<file path="src/rtl/sle_pkg.sv">
// Shared types and constants of the sorted list engine.
// Used by the channel interfaces, the controller, the datapath and the checker.
package sle_pkg;

    localparam int MODE_W     = 2;
    localparam int VALUE_IN_W = 32;
    localparam int STATUS_W   = 2;
    localparam int POS_W      = 6;
    localparam int COUNT_W    = 7;

    localparam logic [MODE_W-1:0] MODE_INSERT = 2'd0;
    localparam logic [MODE_W-1:0] MODE_DELETE = 2'd1;
    localparam logic [MODE_W-1:0] MODE_SEARCH = 2'd2;

    typedef enum logic [STATUS_W-1:0] {
        ST_DONE,
        ST_NOT_FOUND,
        ST_EMPTY,
        ST_FULL
    } t_status;

    typedef enum logic [2:0] {
        S_IDLE,
        S_DISPATCH,
        S_SCAN,
        S_TAIL,
        S_RESULT
    } t_state;

    // controller -> datapath
    typedef struct packed {
        logic latch;
        logic dispatch;
        logic scan;
        logic tail;
        logic load_out;
    } t_dp_cmd;

    // datapath -> controller
    typedef struct packed {
        logic need_scan;
        logic scan_done;
        logic need_tail;
    } t_dp_stat;

endpackage

</file>
<file path="src/rtl/sle_if.sv">
// Request and response channel interfaces of the sorted list engine.
// Depends on sle_pkg for field widths and the status type.
interface sle_req_if;
    logic                                   valid;
    logic                                   ready;
    logic [sle_pkg::MODE_W-1:0]             mode;
    logic signed [sle_pkg::VALUE_IN_W-1:0]  value;

    modport source (output valid, mode, value, input ready);
    modport sink   (input valid, mode, value, output ready);
endinterface

interface sle_rsp_if;
    logic                         valid;
    logic                         ready;
    sle_pkg::t_status             status;
    logic [sle_pkg::POS_W-1:0]    position;
    logic [sle_pkg::COUNT_W-1:0]  entry_count;

    modport source (output valid, status, position, entry_count, input ready);
    modport sink   (input valid, status, position, entry_count, output ready);
endinterface

</file>
<file path="src/rtl/sle_ram.sv">
// Generic single-write, single-read RAM with registered read data.
// No dependencies.
module sle_ram #(
    parameter int WIDTH = 32,
    parameter int DEPTH = 64
) (
    input  logic                     i_clk,
    input  logic                     i_we,
    input  logic [$clog2(DEPTH)-1:0] i_waddr,
    input  logic [WIDTH-1:0]         i_wdata,
    input  logic                     i_re,
    input  logic [$clog2(DEPTH)-1:0] i_raddr,
    output logic [WIDTH-1:0]         o_rdata
);

    logic [WIDTH-1:0] r_mem [DEPTH];
    logic [WIDTH-1:0] r_rdata;

    always_ff @(posedge i_clk) begin
        if (i_we) begin
            r_mem[i_waddr] <= i_wdata;
        end
        if (i_re) begin
            r_rdata <= r_mem[i_raddr];
        end
    end

    assign o_rdata = r_rdata;

endmodule

</file>
<file path="src/rtl/sle_ctrl.sv">
// Sequencer of the sorted list engine: request handshake, scan control, result register.
// Depends on sle_pkg; drives the datapath through t_dp_cmd.
module sle_ctrl (
    input  logic              i_clk,
    input  logic              i_rst_n,
    input  logic              i_in_valid,
    output logic              o_in_ready,
    output logic              o_out_valid,
    input  logic              i_out_ready,
    input  sle_pkg::t_dp_stat i_stat,
    output sle_pkg::t_dp_cmd  o_cmd
);

    sle_pkg::t_state r_state;
    sle_pkg::t_state n_state;
    logic            r_out_valid;

    always_ff @(posedge i_clk) begin
        if (!i_rst_n) begin
            r_state <= sle_pkg::S_IDLE;
        end else begin
            r_state <= n_state;
        end
    end

    always_comb begin
        n_state    = r_state;
        o_cmd      = '0;
        o_in_ready = 1'b0;
        case (r_state)
            sle_pkg::S_IDLE: begin
                o_in_ready = 1'b1;
                if (i_in_valid) begin
                    o_cmd.latch = 1'b1;
                    n_state     = sle_pkg::S_DISPATCH;
                end
            end
            sle_pkg::S_DISPATCH: begin
                o_cmd.dispatch = 1'b1;
                n_state = i_stat.need_scan ? sle_pkg::S_SCAN : sle_pkg::S_RESULT;
            end
            sle_pkg::S_SCAN: begin
                o_cmd.scan = 1'b1;
                if (i_stat.scan_done) begin
                    n_state = i_stat.need_tail ? sle_pkg::S_TAIL : sle_pkg::S_RESULT;
                end
            end
            sle_pkg::S_TAIL: begin
                o_cmd.tail = 1'b1;
                n_state    = sle_pkg::S_RESULT;
            end
            sle_pkg::S_RESULT: begin
                // wait for the output slot to free up
                if (!r_out_valid || i_out_ready) begin
                    o_cmd.load_out = 1'b1;
                    n_state        = sle_pkg::S_IDLE;
                end
            end
            default: begin
                n_state = sle_pkg::S_IDLE;
            end
        endcase
    end

    always_ff @(posedge i_clk) begin
        if (!i_rst_n) begin
            r_out_valid <= 1'b0;
        end else if (o_cmd.load_out) begin
            r_out_valid <= 1'b1;
        end else if (i_out_ready) begin
            r_out_valid <= 1'b0;
        end
    end

    assign o_out_valid = r_out_valid;

endmodule

</file>
<file path="src/rtl/sle_dp.sv">
// Datapath of the sorted list engine: entry RAM, scan pointers, compare and result registers.
// Depends on sle_pkg and sle_ram; commanded by sle_ctrl.
module sle_dp #(
    parameter int CAPACITY    = 64,
    parameter int VALUE_WIDTH = 32
) (
    input  logic                                  i_clk,
    input  logic                                  i_rst_n,
    input  sle_pkg::t_dp_cmd                      i_cmd,
    output sle_pkg::t_dp_stat                     o_stat,
    input  logic [sle_pkg::MODE_W-1:0]            i_mode,
    input  logic signed [sle_pkg::VALUE_IN_W-1:0] i_value,
    output sle_pkg::t_status                      o_status,
    output logic [sle_pkg::POS_W-1:0]             o_position,
    output logic [sle_pkg::COUNT_W-1:0]           o_entry_count
);

    localparam int AW = $clog2(CAPACITY);
    localparam int CW = $clog2(CAPACITY + 1);
    localparam logic [CW-1:0] CAP_C = CW'(CAPACITY);

    // control state
    logic [CW-1:0]                r_count;
    logic                         r_pvalid;
    logic                         r_found;
    // request and scan registers
    logic [sle_pkg::MODE_W-1:0]   r_mode;
    logic signed [VALUE_WIDTH-1:0] r_value;
    logic [AW-1:0]                r_rd_addr;
    logic [CW-1:0]                r_left;
    logic [AW-1:0]                r_pidx;
    sle_pkg::t_status             r_res_status;
    logic [AW-1:0]                r_res_pos;
    // output register
    sle_pkg::t_status             r_out_status;
    logic [sle_pkg::POS_W-1:0]    r_out_pos;
    logic [sle_pkg::COUNT_W-1:0]  r_out_count;

    logic                   ram_we;
    logic [AW-1:0]          ram_waddr;
    logic [VALUE_WIDTH-1:0] ram_wdata;
    logic                   ram_re;
    logic [VALUE_WIDTH-1:0] ram_rdata;

    logic          is_ins;
    logic          is_del;
    logic          is_srch;
    logic          cnt_zero;
    logic          cnt_full;
    logic [CW-1:0] cnt_m1;
    logic [AW-1:0] last_idx;
    logic          ge;
    logic          eq;
    logic          at_last;
    logic          at_zero;
    logic          issue;

    sle_ram #(
        .WIDTH (VALUE_WIDTH),
        .DEPTH (CAPACITY)
    ) u_ram (
        .i_clk   (i_clk),
        .i_we    (ram_we),
        .i_waddr (ram_waddr),
        .i_wdata (ram_wdata),
        .i_re    (ram_re),
        .i_raddr (r_rd_addr),
        .o_rdata (ram_rdata)
    );

    always_comb begin
        is_ins   = (r_mode == sle_pkg::MODE_INSERT);
        is_del   = (r_mode == sle_pkg::MODE_DELETE);
        is_srch  = (r_mode == sle_pkg::MODE_SEARCH);
        cnt_zero = (r_count == '0);
        cnt_full = (r_count == CAP_C);
        cnt_m1   = r_count - 1'b1;
        last_idx = cnt_m1[AW-1:0];
        ge       = ($signed(ram_rdata) >= r_value);
        eq       = (ram_rdata == r_value);
        at_last  = (r_pidx == last_idx);
        at_zero  = (r_pidx == '0);
        issue    = i_cmd.scan && (r_left != '0);

        o_stat.need_scan = (is_ins && !cnt_full && !cnt_zero) ||
                           ((is_del || is_srch) && !cnt_zero);
        // insert walks down from the top, delete and search walk up from zero
        o_stat.scan_done = r_pvalid &&
                           (is_ins ? (!ge || at_zero) : (at_last || (is_srch && eq)));
        o_stat.need_tail = is_ins && ge;
    end

    always_comb begin
        ram_we    = 1'b0;
        ram_waddr = '0;
        ram_wdata = r_value;
        ram_re    = issue;
        if (i_cmd.dispatch && is_ins && cnt_zero) begin
            ram_we = 1'b1;
        end
        if (i_cmd.scan && r_pvalid) begin
            if (is_ins) begin
                // shift a larger entry up, or drop the new value into the gap
                ram_we    = 1'b1;
                ram_waddr = r_pidx + 1'b1;
                ram_wdata = ge ? ram_rdata : r_value;
            end else if (is_del && r_found) begin
                ram_we    = 1'b1;
                ram_waddr = r_pidx - 1'b1;
                ram_wdata = ram_rdata;
            end
        end
        if (i_cmd.tail) begin
            ram_we = 1'b1;
        end
    end

    always_ff @(posedge i_clk) begin
        if (!i_rst_n) begin
            r_count  <= '0;
            r_pvalid <= 1'b0;
            r_found  <= 1'b0;
        end else begin
            if (i_cmd.dispatch) begin
                r_pvalid <= 1'b0;
                r_found  <= 1'b0;
                if (is_ins && cnt_zero) begin
                    r_count <= r_count + 1'b1;
                end
            end
            if (i_cmd.scan) begin
                r_pvalid <= issue;
                if (r_pvalid) begin
                    if (is_ins) begin
                        if (!ge) begin
                            r_count <= r_count + 1'b1;
                        end
                    end else begin
                        if (eq) begin
                            r_found <= 1'b1;
                        end
                        if (at_last && is_del && (r_found || eq)) begin
                            r_count <= r_count - 1'b1;
                        end
                    end
                end
            end
            if (i_cmd.tail) begin
                r_count <= r_count + 1'b1;
            end
        end
    end

    always_ff @(posedge i_clk) begin
        if (i_cmd.latch) begin
            r_mode  <= i_mode;
            r_value <= VALUE_WIDTH'(i_value);
        end
        if (i_cmd.dispatch) begin
            r_rd_addr <= is_ins ? last_idx : '0;
            r_left    <= r_count;
            r_res_pos <= '0;
            if (is_ins) begin
                r_res_status <= cnt_full ? sle_pkg::ST_FULL : sle_pkg::ST_DONE;
            end else if (is_del || is_srch) begin
                r_res_status <= cnt_zero ? sle_pkg::ST_EMPTY : sle_pkg::ST_NOT_FOUND;
            end else begin
                r_res_status <= sle_pkg::ST_NOT_FOUND;
            end
        end
        if (i_cmd.scan) begin
            if (issue) begin
                r_rd_addr <= is_ins ? r_rd_addr - 1'b1 : r_rd_addr + 1'b1;
                r_left    <= r_left - 1'b1;
            end
            r_pidx <= r_rd_addr;
            if (r_pvalid) begin
                if (is_ins) begin
                    if (!ge) begin
                        r_res_pos <= r_pidx + 1'b1;
                    end
                end else begin
                    if (!r_found && eq) begin
                        r_res_pos <= r_pidx;
                    end
                    if ((at_last || (is_srch && eq)) && (r_found || eq)) begin
                        r_res_status <= sle_pkg::ST_DONE;
                    end
                end
            end
        end
        if (i_cmd.tail) begin
            r_res_pos <= '0;
        end
        if (i_cmd.load_out) begin
            r_out_status <= r_res_status;
            r_out_pos    <= sle_pkg::POS_W'(r_res_pos);
            r_out_count  <= sle_pkg::COUNT_W'(r_count);
        end
    end

    assign o_status      = r_out_status;
    assign o_position    = r_out_pos;
    assign o_entry_count = r_out_count;

endmodule

</file>
<file path="src/rtl/sorted_list_engine_top.sv">
// Sorted list engine: bounded ascending list of signed values with insert,
// delete and search requests.
//
// Channels: i_req (mode, value) and o_rsp (status, position, entry_count),
// both valid/ready; a beat moves at a clock edge with valid and ready high.
// Every request beat yields exactly one response beat.
//
// Timing: one request is worked at a time. A request that needs no scan
// (full insert, empty delete or search, unused mode, insert into an empty
// list) goes from the dispatch state straight to the result state.
// Otherwise the entries are streamed through the single read port of the
// entry RAM, one per cycle, while for an insert or a delete the write port
// shifts them.
//
// The response sits in an output register; the next request is accepted
// while it waits. A stalled receiver holds the response steady and only
// blocks the engine when a second response is ready to load.
//
// Reset (i_rst_n low, synchronous) empties the list; RAM contents are left
// as they are and are never read beyond the entry count.
module sorted_list_engine_top #(
    parameter int CAPACITY    = 64,
    parameter int VALUE_WIDTH = 32
) (
    input logic       i_clk,
    input logic       i_rst_n,
    sle_req_if.sink   i_req,
    sle_rsp_if.source o_rsp
);

    sle_pkg::t_dp_cmd  cmd;
    sle_pkg::t_dp_stat stat;

    sle_ctrl u_ctrl (
        .i_clk       (i_clk),
        .i_rst_n     (i_rst_n),
        .i_in_valid  (i_req.valid),
        .o_in_ready  (i_req.ready),
        .o_out_valid (o_rsp.valid),
        .i_out_ready (o_rsp.ready),
        .i_stat      (stat),
        .o_cmd       (cmd)
    );

    sle_dp #(
        .CAPACITY    (CAPACITY),
        .VALUE_WIDTH (VALUE_WIDTH)
    ) u_dp (
        .i_clk         (i_clk),
        .i_rst_n       (i_rst_n),
        .i_cmd         (cmd),
        .o_stat        (stat),
        .i_mode        (i_req.mode),
        .i_value       (i_req.value),
        .o_status      (o_rsp.status),
        .o_position    (o_rsp.position),
        .o_entry_count (o_rsp.entry_count)
    );

endmodule

</file>
<file path="src/flat_wrapper.sv">
// flat-port wrapper written by rule: the top's interface ports become plain ports
module sorted_list_engine_top_flat 
#(
    parameter int CAPACITY    = 64,
    parameter int VALUE_WIDTH = 32
)
  (i_clk, i_rst_n, i_req_valid, i_req_mode, i_req_value, i_req_ready, o_rsp_valid, o_rsp_status, o_rsp_position, o_rsp_entry_count, o_rsp_ready);
  sle_req_if i_req_i ();
  sle_rsp_if o_rsp_i ();
  input logic i_clk;
  input logic i_rst_n;
  input wire logic [$bits(i_req_i.valid)-1:0] i_req_valid;
  input wire logic [$bits(i_req_i.mode)-1:0] i_req_mode;
  input wire logic [$bits(i_req_i.value)-1:0] i_req_value;
  output wire logic [$bits(i_req_i.ready)-1:0] i_req_ready;
  output wire logic [$bits(o_rsp_i.valid)-1:0] o_rsp_valid;
  output wire logic [$bits(o_rsp_i.status)-1:0] o_rsp_status;
  output wire logic [$bits(o_rsp_i.position)-1:0] o_rsp_position;
  output wire logic [$bits(o_rsp_i.entry_count)-1:0] o_rsp_entry_count;
  input wire logic [$bits(o_rsp_i.ready)-1:0] o_rsp_ready;
  assign i_req_i.valid = i_req_valid;
  assign i_req_i.mode = i_req_mode;
  assign i_req_i.value = i_req_value;
  assign i_req_ready = i_req_i.ready;
  assign o_rsp_valid = o_rsp_i.valid;
  assign o_rsp_status = o_rsp_i.status;
  assign o_rsp_position = o_rsp_i.position;
  assign o_rsp_entry_count = o_rsp_i.entry_count;
  assign o_rsp_i.ready = o_rsp_ready;
  sorted_list_engine_top #(.CAPACITY(CAPACITY), .VALUE_WIDTH(VALUE_WIDTH)) u_core (.i_clk(i_clk), .i_rst_n(i_rst_n), .i_req(i_req_i), .o_rsp(o_rsp_i));
endmodule
</file>
<file path="config.mk">
export PLATFORM = sky130hd
export DESIGN_NAME = sorted_list_engine_top_flat
export DESIGN_NICKNAME = d
export VERILOG_FILES = /design/src/rtl/sle_pkg.sv /design/src/rtl/sle_if.sv /design/src/rtl/sle_ram.sv /design/src/rtl/sle_ctrl.sv /design/src/rtl/sle_dp.sv /design/src/rtl/sorted_list_engine_top.sv /design/src/flat_wrapper.sv
export SDC_FILE = /design/constraint.sdc
export NUM_CORES = 2
export LEC_CHECK = 0
export BUFFER_PORTS_ARGS = -buffer_cell sky130_fd_sc_hd__buf_2
export CAP_MARGIN = 0
export CORE_MARGIN = 5
export CORE_UTILIZATION = 37
export CTS_BUF_LIST = sky130_fd_sc_hd__clkbuf_4
export DETAILED_ROUTE_END_ITERATION = 10
export PLACE_DENSITY_LB_ADDON = 0.2
export SYNTH_ARGS = -nofsm -noshare
export SYNTH_HDL_FRONTEND = slang
export SYNTH_SLANG_ARGS = --single-unit
</file>
<file path="constraint.sdc">
create_clock -name i_clk -period 7 [get_ports i_clk]
set_input_delay 1.4 -clock i_clk [delete_from_list [all_inputs] [get_ports i_clk]]
set_output_delay 1.4 -clock i_clk [all_outputs]
set_load 0.1 [all_outputs]
</file>
# Yosys cells after proc, flatten, opt, wreduce, memory -nomap -nowiden
# Memory sizes are Yosys's and may differ from the RTL's. A register that Yosys moved wholly into a read port is not among the register bits.
# Cells that the tools add are included.
# word_totals
elab_cells	140
output_inout_bits	17
n_memories	1
input_bits	38
mem_bits_rw	2048
register_bits	89
# classes
n_mux	69
n_addsub	7
n_eq_ne	12
n_reduce_logical	35
n_lt_le_gt_ge	1
# memory_table
name	depth	word_bits	rd	rd_clocked_by_memory_dff	write_ports	line	rtl
u_core.u_dp.u_ram.r_mem	64	32	1	1	1	sle_ram.sv:16	logic [WIDTH-1:0] r_mem [DEPTH];
# ops
operator	n
$mux 32	4
$mux 6	14
$mux 7	11
$eq 32x32->1	1
$ge 32x32->1	1
$mux 1	25
$mux 2	9
$logic_and 1x1->1	16
$mux 3	5
$pmux 3 s5	1
$sub 7x1->7 const B	2
$add 6x1->6 const B	2
$sub 6x1->6 const B	2
$add 7x1->7 const B	1
$eq 7x7->1 const B	1
$logic_not 7->1	1
$reduce_bool 7->1	1
$eq 3x2->1 const B	2
$eq 6x6->1	1
$logic_not 6->1	1
$logic_or 1x1->1	6
$logic_not 1->1	5
$ne 2x2->1 const B	2
$reduce_bool 2->1	2
8 further kinds	8

# Logic depth before layout (Yosys ltp)
# logic_depth
word_depth	11
mapped_depth	12
depth_no_buf	10

# Hierarchy
# A second synthesis with hierarchy kept.
# unflattened
hier_cells	3957
hier_area_um2	84935.2
# by_module_without_submodules
mod	area_per_inst_um2	n_inst	seq_area_each_um2	cells_per_inst
sle_ram	78835.6	1	62459.9	3324
sle_dp	5826.8	1	2252.2	601
sle_ctrl	272.8	1	80.1	32

# Worst setup path before layout
# No wires, ideal clock.
# synth_path
path_kind	register to register
from	reg u_core.u_dp.r_mode[0] (netlist bit)
to	mem u_core.u_dp.u_ram.r_mem[36][0], enable pin
path_buffers	2
synth_period_minus_slack_ps	5532
path_stages_with_launch	8
setup_slack_ps	1468
t_required_ps	6497
t_arrival_ps	5029
setup_ps	503
path_cell_list	edfxtp_1 -> inv_1 -> ha_1 -> buf_1 -> clkbuf_1 -> xor2_1 -> nand4_1 -> nor4_1
# synth_between
elab_chain_len	10
elab_cells_between_ends	15
classes_between	1 x eq/ne; 10 x mux; 4 x reduce/logical
# synth_lines
item	line	rtl
start, declared	sle_dp.sv:27	logic [sle_pkg::MODE_W-1:0] r_mode;
start signal, assigned	sle_dp.sv:156	r_mode <= i_mode;
$logic_not 2->1	sle_dp.sv:72	is_ins = (r_mode == sle_pkg::MODE_INSERT);
$logic_and 1x1->1 (2 in a row)	sle_dp.sv:98	if (i_cmd.dispatch && is_ins && cnt_zero) begin
$mux 1	sle_dp.sv:98	
$mux 1	sle_dp.sv:107	end else if (is_del && r_found) begin
$mux 1	sle_dp.sv:102	if (is_ins) begin
$mux 1	sle_dp.sv:101	if (i_cmd.scan && r_pvalid) begin
$mux 1	sle_dp.sv:113	if (i_cmd.tail) begin
$mux 1	sle_ram.sv:20	if (i_we) begin
$mux 1 (implied by the code)	sle_ram.sv:21	r_mem[i_waddr] <= i_wdata;
end, declared	sle_ram.sv:16	
# Parallel ways exist; a longest one is shown, timed or not.

# Worst setup path in the final report
# layout_path
from	reg u_core.u_ctrl.r_state[1]
to	mem u_core.u_dp.u_ram.r_mem[63][31], enable pin
# layout_between
elab_chain_len	11
elab_cells_between_ends	17
classes_between	3 x eq/ne; 11 x mux; 3 x reduce/logical
# layout_lines
item	line	rtl
start, declared	sle_ctrl.sv:14	sle_pkg::t_state r_state;
start signal, assigned	sle_ctrl.sv:20	r_state <= sle_pkg::S_IDLE;
start signal, assigned	sle_ctrl.sv:22	r_state <= n_state;
$eq 3x1->1	sle_ctrl.sv:30	case (r_state)
$mux 1	sle_ctrl.sv:30	
$logic_and 1x1->1 (2 in a row)	sle_dp.sv:98	
$mux 1	sle_dp.sv:98	
$mux 1	sle_dp.sv:107	
$mux 1	sle_dp.sv:102	
$mux 1	sle_dp.sv:101	
$mux 1	sle_dp.sv:113	
$mux 1	sle_ram.sv:20	
$mux 1 (implied by the code)	sle_ram.sv:21	
# Parallel ways exist; a longest one is shown, timed or not.

==> impl_metrics.toml <==
[sta]
hold_viol = 0
maxSlewViolCount = 0
fin_skew_ns = 0.114
rsz0062_at_grt = "no"
timing.final.crit_share_pct = 81.2
maxSlewHeadroom_pct = 13.9
hold_ws_ns = 0.286
finalSetupTns_ns = 0
final.min_clock_period_ns = 5.68
fmax_ghz = 0.176
worstMarginPinSlew_ns = 1.29
setup_viol = 0
fin_ws_ns = 1.32

[outcome]
outcome = "finished clean"

[yosys]
async_flop_share_pct = 0
synth_cell_types = 68
syn_area_sq_um = 84400
synth_nets = 3670
synth_top_area_share_pct = 76.0
yosysTopAreaCell = "edfxtp_1"
synth_area_leaders = "edfxtp_1, mux4_2, dfxtp_1, ha_1, clkbuf_1"
syn_avg_cell_area_sq_um = 23.5
synth-seq-cells = 2169
synth_cells = 3586
yosysSeqAreaShare_pct = 76.8
yosysWarningCount = 0
synth-edff-count = 2135
synthFlopType = "edfxtp_1"

[cts]
clkTransAtPathRegs_ns = 0.06
clock_latency_ns = 1.37
htreeDepth = 6
cts_tree = "built"
cts_resized = 0
cts.sinks = 2169
cts_buffer_depth = 4
clockRootBuffer = "clkbuf_4"
cts_made_buffers = 574
cts_hold_buf = 0
postCtsSetupBuffers = 0

[die]
die_h_um = 488
fp.dieW_um = 488
die-area_sq_um = 238000
initial_core_util_pct = 37.1
io_pins = 55
core_sq_um = 227000
num_rows = 175

[hold_path]
hp-class = "primary input to flip-flop"

[power]
power_density_nw_per_um2 = 382
p_switching_w = 0.0112
intPower_w = 0.0253
power_leakage_nw = 30.0
pwr-share-comb_pct = 28.0
clkPwrFrac_pct = 28.4
p_sw_share_pct = 30.8
seqPwrFrac_pct = 43.6
peakVddDrop_mv = 0.288

[grt]
antenna_found_initial = 33
grt_max_degree = 109
grt_use_total_pct = 18.4
grt-ovfl-total = 0
grt_pass1_vias = 42397
grt_pass1_wl_mm = 313

[final_layout]
area_growth_pct = 13.5
n_fill_cell = 19904
final_common_cell = "edfxtp_1"
final_core_util_pct = 42.1
final_cell_mix = "edfxtp_1, clkbuf_4, mux4_2"
fin_nets = 4222
drive_gt1_share_pct = 40.0

[placement]
place_congestion = 0.810
hpwl_mm = 124
portBuffers = 54
pre_cts_slack_ns = 1.45

[critical_path]
setup.worst_path.end_class = "flip-flop"
cp.required_ns = 7.93
cp_max_fo = 17
start_kind = "flip-flop"
worstSetupPathType = "flip-flop to flip-flop"
r2r_setup_slack_ns = 1.32
arrival_ns = 6.62

[detailed_routing]
drc = 0
drtPass1Iterations = 5
ant_nets = 0
routedWlPerCell_um = 29.2
vias = 40847
wl_mm = 219
vias_per_cell = 5.44
drt_iter0_markers = 3792

[run]
cap_violations = 0
## registers in the layout, indices dropped and copies added, names as in the netlist, 7 cells and up
| name | count |
|---|---|
| u_core.u_dp.r_left | 7 |
| u_core.u_dp.r_count | 7 |
| u_core.u_dp.r_value | 32 |
| u_core.u_dp.u_ram.o_rdata | 32 |
| u_core.u_dp.u_ram.r_mem | 2048 |
| u_core.u_dp.o_entry_count | 7 |
## power by group through the flow
| stage | Combinational, W | Clock, W | Sequential [W] |
|---|---|---|---|
| after floorplan | 0.00704 | 0 | 0.0158 |
| after global placement | 0.0104 | 0 | 0.0162 |
| after detailed placement | 0.0104 | 0 | 0.0162 |
| after CTS | 0.0104 | 0.0108 | 0.0159 |
| after global routing | 0.0109 | 0.0115 | 0.0160 |
| final | 0.0102 | 0.0104 | 0.0159 |
## layout make-up
type	instances	area, sq um	share of cell area [%]
flip-flops and latches	2169	64800	67.7
multi-input cells	1177	19100	19.9
clock buffers	801	6010	6.28
well taps	3009	3760	3.93
repair buffers	162	1240	1.30
clock inverters	128	612	0.639
inverters	54	203	0.212
diodes	9	22.5	0.0235
## Yosys cell counts, drive strengths merged (3+ instances only)
| master | count |
|---|---|
| mux4 | 672 |
| mux2 | 34 |
| nor3 | 17 |
| buf | 80 |
| a21oi | 50 |
| a221oi | 6 |
| nand2b | 6 |
| nor3b | 4 |
| xor2 | 9 |
| clkbuf | 106 |
| nor4 | 14 |
| nand4 | 20 |
| dfxtp | 34 |
| o22ai | 6 |
| a211oi | 5 |
| and3 | 5 |
| o211a | 6 |
| xnor2 | 14 |
| a21o | 7 |
| o21ai | 20 |
| mux2i | 9 |
| edfxtp | 2135 |
| nor2 | 99 |
| inv | 53 |
| or3 | 7 |
| nand2 | 45 |
| nor2b | 3 |
| o31ai | 5 |
| and2 | 7 |
| nand3 | 19 |
| a31oi | 4 |
| ha | 45 |
## stage by stage
stage | std cells | instance area, sq um | power, W
2_1_floorplan | 3586 | 84400 | 0.0229
4_1_cts | 7500 | 95700 | 0.0371
3_5_place_dp | 6571 | 89100 | 0.0266
5_1_grt | 7509 | 95700 | 0.0383
6_report | 7509 | 95700 | 0.0365
3_3_place_gp | 6571 | 89100 | 0.0266
## worst paths after layout
| path | from | cells past startpoint | to |
|---|---|---|---|
| max | u_core.u_ctrl.r_state[1] | 10 | u_core.u_dp.u_ram.r_mem[63][31] |
| min | i_req_mode[1] | 1 | u_core.u_dp.r_mode[1] |
| max reg2reg | u_core.u_ctrl.r_state[1] | 10 | u_core.u_dp.u_ram.r_mem[63][31] |
| min reg2reg | u_core.u_dp.r_res_status[0] | 0 | u_core.u_dp.o_status[0] |
## metal layers
layer | track usage, % | vias to the layer above | routed length [um]
li1 | - | 16878 | -
met1 | 25.6 | 22149 | 94600
met2 | 29.1 | 1535 | 107000
met3 | 4.39 | 285 | 14400
met4 | 5.23 | 0 | 3880
met5 | 0 | - | 0
## critical path, stage by stage, from the launching register on
cell	delay (ns)
dfxtp_1	0.50
inv_1	0.12
nor2_1	0.17
nand2b_1	0.19
inv_1	0.33
nand2_1	0.39
a21oi_2	0.45
and2_1	0.59
nand4_1	1.02
nor2_4	1.01
buf_4	0.45
## logic make-up (layout without fill, tap and decap cells)
kind of cell               Yosys count  after routing  synth area share (%)
DFF                               2169           2169                  76.8
xor gates and xnor gates            25             25                 0.292
other                                0              9                     0
and+or+nand+nor                    257            257                  1.48
buffers and inverters              240           1145                  1.21
adders and majority gates           46             46                 0.691
muxes                              715            715                  18.5
AOI/OAI and AO/OA                  134            134                  1.06
No activity file was read; power rests on OpenSTA's default activity.
